[src/rtl/core/wgo_pkg.sv]
// Shared types, constants and helper functions for the wheel and gyro odometry tracker.
// Used by wgo_cordic and wheel_gyro_odometry_tracker; depends on nothing else.
`default_nettype none

package wgo_pkg;

    localparam int ROTATION_STEPS = 16;
    localparam int STEP_W         = (ROTATION_STEPS > 1) ? $clog2(ROTATION_STEPS) : 1;

    // Angles are 1/256 degree; a full turn and a quarter turn.
    localparam int TURN    = 92160;
    localparam int QUARTER = 23040;

    // pi/2880 as TRAVEL_K / 2^40, CORDIC start length in Q30, 1/45 as RECIP / 2^27.
    localparam logic [32:0] TRAVEL_K    = 33'd1199381129;
    localparam logic [31:0] CORDIC_GAIN = 32'd652032874;
    localparam logic [32:0] MOD_RECIP   = 33'd2982616;

    localparam logic [8:0] BLEND_FULL = 9'd256;

    typedef enum logic [2:0] {
        CFG_LEFT_RADIUS  = 3'd0,
        CFG_RIGHT_RADIUS = 3'd1,
        CFG_BACK_RADIUS  = 3'd2,
        CFG_DRIVE_PAIR   = 3'd3,
        CFG_FIX_BLEND    = 3'd4
    } t_cfg_idx;

    localparam logic [1:0] PH_FIRST = 2'd0;
    localparam logic [1:0] PH_FUSE  = 2'd1;
    localparam logic [1:0] PH_ENDED = 2'd2;

    typedef enum logic [3:0] {
        S_IDLE,
        S_MODM,
        S_MODF,
        S_BLEND,
        S_TA,
        S_TW,
        S_TL,
        S_TH,
        S_TE1,
        S_TE2,
        S_FWD,
        S_CORD,
        S_ROT,
        S_DRAIN,
        S_DONE
    } t_state;

    // What to do with the product when it comes out of the multiplier register.
    typedef enum logic [3:0] {
        TAG_NONE,
        TAG_TMAG,
        TAG_LOAD,
        TAG_ADDHI,
        TAG_RLOAD,
        TAG_RX,
        TAG_RY,
        TAG_BX,
        TAG_BY
    } t_tag;

    function automatic logic signed [26:0] atan_val(input logic [4:0] idx);
        logic signed [26:0] v;
        case (idx)
            5'd0:    v = 27'sd2949120;
            5'd1:    v = 27'sd1740967;
            5'd2:    v = 27'sd919879;
            5'd3:    v = 27'sd466945;
            5'd4:    v = 27'sd234379;
            5'd5:    v = 27'sd117304;
            5'd6:    v = 27'sd58666;
            5'd7:    v = 27'sd29335;
            5'd8:    v = 27'sd14668;
            5'd9:    v = 27'sd7334;
            5'd10:   v = 27'sd3667;
            5'd11:   v = 27'sd1833;
            5'd12:   v = 27'sd917;
            5'd13:   v = 27'sd458;
            5'd14:   v = 27'sd229;
            5'd15:   v = 27'sd115;
            5'd16:   v = 27'sd57;
            5'd17:   v = 27'sd29;
            5'd18:   v = 27'sd14;
            5'd19:   v = 27'sd7;
            5'd20:   v = 27'sd4;
            5'd21:   v = 27'sd2;
            5'd22:   v = 27'sd1;
            default: v = 27'sd0;
        endcase
        return v;
    endfunction

    function automatic logic signed [31:0] sat32(input logic signed [39:0] v);
        logic signed [31:0] r;
        if (v > 40'sh007FFFFFFF) begin
            r = 32'sh7FFFFFFF;
        end else if (v < -40'sh0080000000) begin
            r = 32'sh80000000;
        end else begin
            r = v[31:0];
        end
        return r;
    endfunction

endpackage

`default_nettype wire

[src/rtl/core/wgo_cordic.sv]
// Iterative CORDIC rotation: one micro-rotation per cycle.
// Depends on wgo_pkg for the step count, start length and arctangent table.
`default_nettype none

module wgo_cordic
    import wgo_pkg::*;
(
    input  wire                 i_clk,
    input  wire                 i_rst_n,
    input  wire                 i_start,
    input  wire signed [17:0]   i_angle,
    output logic                o_done,
    output logic signed [31:0]  o_cos,
    output logic signed [31:0]  o_sin
);

    logic                r_run;
    logic                r_done;
    logic [STEP_W-1:0]   r_cnt;
    logic signed [31:0]  r_x;
    logic signed [31:0]  r_y;
    logic signed [26:0]  r_z;

    logic [4:0]          sh;
    logic signed [31:0]  dx;
    logic signed [31:0]  dy;
    logic signed [26:0]  at;

    always_comb begin
        sh = 5'(r_cnt);
        dx = r_y >>> sh;
        dy = r_x >>> sh;
        at = atan_val(sh);
    end

    always_ff @(posedge i_clk) begin
        if (!i_rst_n) begin
            r_run  <= 1'b0;
            r_done <= 1'b0;
            r_cnt  <= '0;
        end else begin
            r_done <= 1'b0;
            if (i_start) begin
                r_run <= 1'b1;
                r_cnt <= '0;
            end else if (r_run) begin
                if (r_cnt == STEP_W'(ROTATION_STEPS - 1)) begin
                    r_run  <= 1'b0;
                    r_done <= 1'b1;
                end else begin
                    r_cnt <= r_cnt + 1'b1;
                end
            end
        end
    end

    always_ff @(posedge i_clk) begin
        if (i_start) begin
            r_x <= CORDIC_GAIN;
            r_y <= '0;
            r_z <= {i_angle[17], i_angle, 8'd0};
        end else if (r_run) begin
            // rotate toward zero residual angle
            if (!r_z[26]) begin
                r_x <= r_x - dx;
                r_y <= r_y + dy;
                r_z <= r_z - at;
            end else begin
                r_x <= r_x + dx;
                r_y <= r_y - dy;
                r_z <= r_z + at;
            end
        end
    end

    assign o_done = r_done;
    assign o_cos  = r_x;
    assign o_sin  = r_y;

endmodule

`default_nettype wire

[config.mk]
export PLATFORM = sky130hd
export DESIGN_NAME = wgo_cordic
export DESIGN_NICKNAME = d
export VERILOG_FILES = /design/src/rtl/core/wgo_pkg.sv /design/src/rtl/core/wgo_cordic.sv
export SDC_FILE = /design/constraint.sdc
export NUM_CORES = 1
export LEC_CHECK = 0
export CORE_MARGIN = 3
export CORE_UTILIZATION = 59
export CTS_BUF_LIST = sky130_fd_sc_hd__clkbuf_8
export CTS_CLUSTER_DIAMETER = 40
export DETAILED_ROUTE_END_ITERATION = 10
export DONT_BUFFER_PORTS = 1
export PLACE_DENSITY = 0.75
export RECOVER_POWER = 25
export SKIP_CTS_REPAIR_TIMING = 1
export SLEW_MARGIN = 10
export SYNTH_ARGS = -nofsm -noshare
export SYNTH_HDL_FRONTEND = slang
export SYNTH_SLANG_ARGS = --single-unit
[constraint.sdc]
create_clock -name i_clk -period 8.5 [get_ports i_clk]
set_input_delay 0.425 -clock i_clk [delete_from_list [all_inputs] [get_ports i_clk]]
set_output_delay 0.425 -clock i_clk [all_outputs]
set_load 0.05 [all_outputs]
# Word-level counts from Yosys, hierarchy flattened
# Memories as Yosys holds them, arrays and structs flattened. A register that Yosys moved wholly into a read port is not among the register bits.
# Index checks and enable logic that the tools add are counted.
[word_totals]
ff_bits = 97
latchBits = 0
ram_bits = 0
romBits = 352
inputBits = 21
out_inout_bits = 65
word_cells = 36
memories = 1
[classes]
n_addsub = 7
multipliers = 0
div = 0
n_lt_le_gt_ge = 0
eq_ne = 1
shifts = 2
n_mux = 11
bitwise_logic = 3
n_reduce_logical = 4
[memory_table]
columns = ["name", "words", "word_bits", "read_ports", "rd_clocked_by_memory_dff", "write_ports", "line", "text"]
rows = [
  ["(no name shown)", 16, 22, 1, 1, 0, "wgo_pkg.sv:66", "case (idx)"],
]
[ops]
columns = ["cell", "count"]
rows = [
  ["$mux W27", 3],
  ["$add A32 B32 Y32", 2],
  ["$mux W32", 2],
  ["$sshr A32 B4 Y32", 2],
  ["$sub A32 B32 Y32", 2],
  ["$add A27 B27 Y27", 1],
  ["$sub A27 B27 Y27", 1],
  ["$mux W4", 2],
  ["$add A4 B1 Y4 const B", 1],
  ["$eq A4 B4 Y1 const B", 1],
  ["$mux W1", 4],
  ["$not A1 Y1", 3],
  ["$reduce_or A3 Y1", 1],
  ["$reduce_and A2 Y1", 1],
  ["$reduce_bool A2 Y1", 1],
  ["$reduce_or A2 Y1", 1],
]

# Depth between registers and ports, before layout
# Gate-level depths: netlist of the first run.
[logic_depth]
depth_word = 5
mapped_depth = 28
ltp_nobuf = 25

# Worst setup path after synthesis of the first run
# OpenSTA, ideal clock, no wires.
[synth_timing]
kind = "flip-flop to flip-flop"
from = "reg r_cnt[3]"
to = "reg r_x[31], in the netlist o_cos[31]"
setup_ns = 0.123
arrival_time_ns = 6.099
t_required_ns = 8.377
setup_slack_ns = 2.278
stages_incl_launch_ff = 27
n_path_buf = 6
synth_period_minus_slack_ns = 6.222
cell_sequence = "dfxtp_1 clkbuf_1 clkbuf_1 clkbuf_1 clkbuf_1 buf_1 clkbuf_1 nand2_1 o21ai_0 ha_1 nand2_1 nor4_2 nor2_1 a21oi_1 or3b_1 o21bai_1 xnor2_1 ha_1 nand3_1 o31ai_1 a41o_1 a31oi_1 o31ai_1 a221oi_1 a2111o_1 o21ai_2 mux2_1"
[synth_via]
elab_chain_cells = 3
word_cells_on_any_way = 4
cone_classes = "add/sub (2); shift (1); mux (1)"
[synth_lines]
columns = ["element", "line", "text"]
rows = [
  ["start: declaration", "wgo_cordic.sv:19", "logic [STEP_W-1:0] r_cnt;"],
  ["start signal: assignment", "wgo_cordic.sv:51", "r_cnt <= r_cnt + 1'b1;"],
  ["$sshr A32 B4 Y32 (*)", "wgo_cordic.sv:31", "dx = r_y >>> sh;"],
  ["$sub A32 B32 Y32 or $add A32 B32 Y32 (tied branches)", "wgo_cordic.sv:65, wgo_cordic.sv:69", ""],
  ["$mux W32 (*)", "wgo_cordic.sv:64", "if (!r_z[26]) begin"],
  ["end signal: assignment", "wgo_cordic.sv:65", "r_x <= r_x - dx;"],
  ["end signal: assignment", "wgo_cordic.sv:69", "r_x <= r_x + dx;"],
  ["end: declaration", "wgo_cordic.sv:20", "logic signed [31:0] r_x;"],
]
# Mark *: on every way between the ends. The rest lies on a longest branch, timed or not.
# A chain may end at the register's enable or synchronous reset.

# Worst setup path after layout of the first run
[layout_timing]
from = "reg r_cnt[2]"
to = "reg r_x[31], in the netlist o_cos[31]"
# The elaborated chain is that of the path after synthesis.

==> flow_metrics.env, run 1 <==
export IMPL_yosysMostFrequentCell="nor2_1"
export IMPL_syn_area_mm2=0.0141
export IMPL_die_h_um=161
export IMPL_hp_class="input pin to flop"
export IMPL_clk_pin_slew_ps=90
export IMPL_port_buffer_count=0
export IMPL_post_synth_fa_ha_maj_area_fraction_pct=9.84
export IMPL_layout_setup_ws_ps=1610
export IMPL_synthCells=1735
export IMPL_endpoint_kind="flop"
export IMPL_min_from="i_start"
export IMPL_synthTopCellsByCount="nor2_1, a21oi_1, nand2_1"
export IMPL_synthFlopType="dfxtp_1"
export IMPL_synth_net_count=1865
export IMPL_diodes=0
export IMPL_leakage_uw=0.00595
export IMPL_dpl_hpwl_mm=29.7
export IMPL_wl_per_cell_um=20.4
export IMPL_hold_violations=0
export IMPL_first_global_vias=12650
export IMPL_synth_mux_area_share_pct=16.5
export IMPL_fmax_mhz=145
export IMPL_core_mm2=0.0231
export IMPL_final_area_mm2=0.0145
export IMPL_fp_dieW_um=161
export IMPL_arrival_ps=7260
export IMPL_grt_overflow_total=0
export IMPL_viasPerCell=6.58
export IMPL_setup_tns_ps=0
export IMPL_drive_above_1_share_pct=9.93
export IMPL_r2r_start="r_cnt[2]"
export IMPL_area_growth_pct=3.13
export IMPL_avgSynthCellArea_um2=8.12
export IMPL_worst_slew_pin_slew_ps=1280
export IMPL_gp_congestion=0.973
export IMPL_vdd_ir_drop_max_mv=0.181
export IMPL_htree_levels=4
export IMPL_fp_dieArea_mm2=0.0258
export IMPL_cp_start_kind="flop"
export IMPL_clockBufferDepth=2
export IMPL_ant_nets=0
export IMPL_period_minus_slack_ps=6890
export IMPL_synth_top_area_cell="dfxtp_1"
export IMPL_grtUsageTotal_pct=30.4
export IMPL_synth_top_family_by_area="compound AO/OA/AOI/OAI gates"
export IMPL_post_dp_cell_area_mm2=0.0141
export IMPL_synth_edf_count=19
export IMPL_async_reset_ff_share_pct=0
export IMPL_drc=0
export IMPL_maxSlewViolCount=0
export IMPL_skew_ps=30.9
export IMPL_numCtsBuffers=17
export IMPL_detail_route_iter0_violations=1146
export IMPL_synthXorXnorAreaFrac_pct=9.45
export IMPL_grt_start_max_net_pins=92
export IMPL_ys_ff_latch=119
export IMPL_synth_top_area_share_pct=14.2
export IMPL_setup_violations=0
export IMPL_slew_headroom_pct=14.4
export IMPL_yosys_area_share_simple_pct=17.2
export IMPL_status="completed"
export IMPL_rsz0062_at_grt="false"
export IMPL_required_ps=8870
export IMPL_drtPass1Iterations=5
export IMPL_synth_cell_type_count=102
export IMPL_maxCapViolations=0
export IMPL_dr_total_vias=13191
export IMPL_grt_antenna_before_repair=1
export IMPL_synth_area_leaders="dfxtp_1, ha_1, mux2i_1, a21oi_1, mux4_2"
export IMPL_clock_sinks=119
export IMPL_synth_compound_area_share_pct=24.0
export IMPL_core_rowCount=55
export IMPL_startpoint="r_cnt[2]"
export IMPL_cp_max_fo=54
export IMPL_worstSetupPathType="flop to flop"
export IMPL_ios=86
export IMPL_seq_area_frac_synth_pct=18.3
export IMPL_yosysWarnings=0
export IMPL_clk_latency_ps=490
export IMPL_nNetsFinal=1808
export IMPL_post_place_ws_ps=1750
export IMPL_cts_tree="yes"
export IMPL_start_util_pct=61.1
export IMPL_grt_pass1_wl_mm=64.4
export IMPL_fin_total_pwr_uw=5350
export IMPL_routed_wl_mm=40.9
export IMPL_powerDensity_mw_per_mm2=368
export IMPL_fin_crit_sh_pct=81.0
export IMPL_clockRootBuffer="clkbuf_8"
-- cell families (layout without fill, tap and decap cells) --
family | count (synthesis) | count (layout)
compound gates | 524 | 524
xor+xnor | 152 | 152
fa+ha+maj | 109 | 109
buf+inv | 139 | 95
flops | 119 | 119
mux | 176 | 176
simple gates | 516 | 516
-- routing by layer --
metal / vias up / track usage, % / share of wire (%)
met5: - / 0 / 0
met4: 0 / 10.3 / 2.9
met3: 123 / 5.75 / 7.8
met2: 570 / 52.6 / 48
met1: 6215 / 37.9 / 41
li1: 6283 / - / -
-- registers in the layout (all words and copies together) (netlist names) --
signal  flops
at         22
o_cos      32
o_done      1
o_sin      32
r_cnt       4
r_run       1
r_z        27
-- final timing paths --
kind / endpoint / depth (start not counted) / slack (ps)
max: o_cos[31] / 21 / 1610
min: o_cos[27] / 1 / 20
max reg2reg: o_cos[31] / 21 / 1610
min reg2reg: r_z[2] / 2 / 500
-- where the power goes --
group | internal, µW | leakage [µW] | total (µW) | switching [µW]
sequential | 700 | 0.00102 | 1370 | 665
combinational | 1530 | 0.00473 | 3420 | 1890
clock | 267 | 0.000200 | 557 | 291
-- cells in the final DEF, fill, tap and decap left out, types with 19 or more instances in the layout --
| cell type | n |
|---|---|
| nor2_1 | 194 |
| o22ai_1 | 22 |
| xor2_1 | 63 |
| mux2_2 | 43 |
| nand2b_1 | 21 |
| nor3_1 | 31 |
| a21o_1 | 33 |
| a211oi_1 | 19 |
| nor2b_1 | 24 |
| xnor2_1 | 89 |
| edfxtp_1 | 19 |
| ha_1 | 106 |
| a31oi_1 | 27 |
| o21ai_0 | 111 |
| a21oi_1 | 158 |
| mux2i_1 | 85 |
| nand2_1 | 139 |
| mux4_2 | 35 |
| dfxtp_1 | 95 |
| inv_1 | 41 |
-- final cells by class --
| class | instances | area, µm² |
|---|---|---|
| clock buffer | 17 | 234 |
| clock inverter | 15 | 166 |
| fill | 2023 | 8520 |
| inverter | 45 | 174 |
| multi-input combinational | 1477 | 10800 |
| sequential | 119 | 2580 |
| tap | 313 | 392 |
| timing repair buffer | 18 | 135 |
-- stage by stage --
| stage | std cells | hold WS, ps | util [%] |
|---|---|---|---|
| after CTS | 2003 | 2.16 | 63.1 |
| after global routing | 2004 | 6.47 | 63.0 |
| after floorplan | 1735 | 467 | - |
| after global placement | 1971 | 476 | 61.3 |
| final | 2004 | 22.5 | 63.0 |
| after detailed placement | 1971 | 486 | 61.3 |
-- critical path: stages, from the launching register on --
cell	delay, ps
dfxtp_4	820
clkinv_1	540
mux4_2	430
o21ai_0	260
ha_1	260
nand2_1	80
nor4_2	210
nor2_1	80
a21oi_1	330
or3b_1	470
o21bai_1	200
xnor2_1	130
ha_1	340
nand3_1	130
o31ai_1	550
a41o_1	340
a31oi_1	140
o31ai_1	480
a221oi_1	180
a2111o_1	380
o21ai_2	70
mux2_1	320
Power figures use the tool's default switching activity.
==> run 2: changes to the inputs <==
- clock period: 8.5 -> 6.4 ns (I/O delays scaled with it)
==> run 2 against run 1 <==
Compared with the run above: core utilization rose by 2.3 points; final cell count rose by 4.1%; sequential cell count did not move; global-route usage rose by 2.4 points; maximum frequency rose by 14%; critical path depth rose by 1; die area did not move; non-clock buffer count rose by 83; setup slack got worse by 1300 ps; critical endpoint is now o_sin[31]; largest power group unchanged.
==> flow_metrics.env, run 2 (synthesis gave the netlist of run 1 again) <==
export IMPL_clock_power_share_pct=9.9
export IMPL_dr_total_vias=13679
export IMPL_endpoint_kind="flop"
export IMPL_ant_nets=0
export IMPL_final_area_mm2=0.0151
export IMPL_core_rowCount=55
export IMPL_cts_tree="yes"
export IMPL_internal_power_uw=3380
export IMPL_layout_commonest_cell="nor2_1"
export IMPL_drtPass1Iterations=6
export IMPL_gr_max_usage_layer="met2"
export IMPL_first_global_vias=13026
export IMPL_clockRootBuffer="clkbuf_8"
export IMPL_critPathSlowestCell="mux4_2"
export IMPL_multi_input_area_mm2=0.0109
export IMPL_fin_total_pwr_uw=7330
export IMPL_skew_ps=25.8
export IMPL_fp_dieW_um=161
export IMPL_leakage_uw=0.00621
export IMPL_clk_latency_ps=480
export IMPL_grtUsageMet2_pct=55.9
export IMPL_placedCellCount=2050
export IMPL_nNetsFinal=1891
export IMPL_slew_headroom_pct=11.7
export IMPL_sw_frac_of_total_pct=53.8
export IMPL_start_util_pct=61.1
export IMPL_final_cell_mix="nor2_1, a21oi_1, nand2_1, o21ai_0, ha_1"
export IMPL_grtUsageMet3_pct=5.96
export IMPL_die_h_um=161
export IMPL_cpLargestDelayFamily="compound AO/OA/AOI/OAI gates"
export IMPL_fp_dieArea_mm2=0.0258
export IMPL_fin_crit_sh_pct=94.6
export IMPL_hold_violations=0
export IMPL_clock_sinks=119
export IMPL_drive_above_1_share_pct=12.1
export IMPL_ios=86
export IMPL_fmax_mhz=165
export IMPL_numCtsBuffers=17
export IMPL_drc=0
export IMPL_p_switching_uw=3940
export IMPL_cp_start_kind="flop"
export IMPL_dpl_hpwl_mm=32.6
export IMPL_fin_util_pct=65.3
export IMPL_clockBufferDepth=2
export IMPL_period_minus_slack_ps=6060
export IMPL_port_buffer_count=0
export IMPL_grt_overflow_total=0
export IMPL_setup_violations=0
export IMPL_grt_antenna_before_repair=0
export IMPL_powerDensity_mw_per_mm2=487
export IMPL_routed_wl_mm=44.0
export IMPL_grtUsageTotal_pct=32.8
export IMPL_clk_pin_slew_ps=100
export IMPL_htree_levels=4
export IMPL_status="completed"
export IMPL_maxSlewViolCount=0
export IMPL_required_ps=6760
export IMPL_stdcell_count=2087
export IMPL_worstSetupPathType="flop to flop"
export IMPL_grtUsageMet1_pct=42.2
export IMPL_fill_cells=2032
export IMPL_detail_route_iter0_violations=1398
export IMPL_wl_per_cell_um=21.1
export IMPL_critPathMaxStageDelay_ps=630
export IMPL_pwr_share_comb_pct=72.5
export IMPL_viasPerCell=6.55
export IMPL_gp_congestion=0.990
export IMPL_area_growth_pct=6.84
export IMPL_hp_class="input pin to flop"
export IMPL_maxCapViolations=0
export IMPL_worst_slew_pin_slew_ps=1320
export IMPL_cp_max_fo=5
export IMPL_diodes=0
export IMPL_grt_pass1_wl_mm=68.9
export IMPL_arrival_ps=6410
export IMPL_grt_start_max_net_pins=80
export IMPL_path_cells="clkbuf_1 > mux4_2 > a211oi_1 > a32oi_1 > nor3b_2 > nand2_1 > nor4_2 > and2b_1 > a21oi_1 > xnor2_1 > ha_1 > and3_1 > and2_1 > and3_1 > and2_1 > a2111o_1 > a31oi_1 > o21bai_1 > a41oi_1 > o211ai_1 > nand2b_1 > mux2_1"
export IMPL_core_mm2=0.0231
export IMPL_layout_area_seq_mm2=0.00258
export IMPL_critPathBufInv=1
export IMPL_post_dp_cell_area_mm2=0.0147
export IMPL_vdd_ir_drop_max_mv=0.264
export IMPL_pwr_share_seq_pct=17.6
run 2: metal layers:
metal  wire [µm]  share of wire [%]  vias up
li1            -                  -     6466
met2       20900                 47      642
met4        1430                3.2        0
met1       18200                 41     6452
met3        3460                7.9      119
met5           0                  0        -
run 2: worst register-to-register path: stages (launching register included):
cell      delay (ps)
dfxtp_1          370
clkbuf_1         410
mux4_2           630
a211oi_1         440
a32oi_1          210
nor3b_2          280
nand2_1          110
nor4_2           330
and2b_1          220
a21oi_1           90
xnor2_1          140
ha_1             280
and3_1           160
and2_1           170
and3_1           190
and2_1           150
a2111o_1         400
a31oi_1          330
o21bai_1         150
a41oi_1          290
o211ai_1         140
nand2b_1         130
mux2_1           330
run 2: per-stage QoR:
stage          hold WS, ps  setup TNS [ps]  setup slack [ps]
2_1_floorplan          434               0               178
6_report              18.4               0               344
5_1_grt               15.7           -15.1             -15.1
4_1_cts              -95.8               0               162
3_3_place_gp           409               0               322
3_5_place_dp           409               0               210
run 2: layout make-up:
cell class,count,share of cell area (%)
well taps,313,2.60
flip-flops and latches,119,17.2
multi-input cells,1477,72.2
clock buffers,17,1.55
clock inverters,15,0.997
repair buffers,101,4.36
inverters,45,1.16
run 2: power by group through the flow:
| stage | logic (µW) | clock network, µW | registers [µW] |
|---|---|---|---|
| after floorplan | 3680 | 0 | 1630 |
| after global placement | 5170 | 0 | 1290 |
| after detailed placement | 5260 | 0 | 1290 |
| after CTS | 5290 | 732 | 1280 |
| after global routing | 5830 | 760 | 1300 |
| final | 5310 | 727 | 1290 |
run 2: path summary, 6_finish.rpt:
check	startpoint	slack, ps	depth (start not counted)	to
worst max-delay path	o_cos[6]	340	22	o_sin[31]
worst min-delay path	i_angle[15]	20	2	r_z[23]
worst max register to register	o_cos[6]	340	22	o_sin[31]
worst min register to register	r_z[2]	500	2	r_z[2]
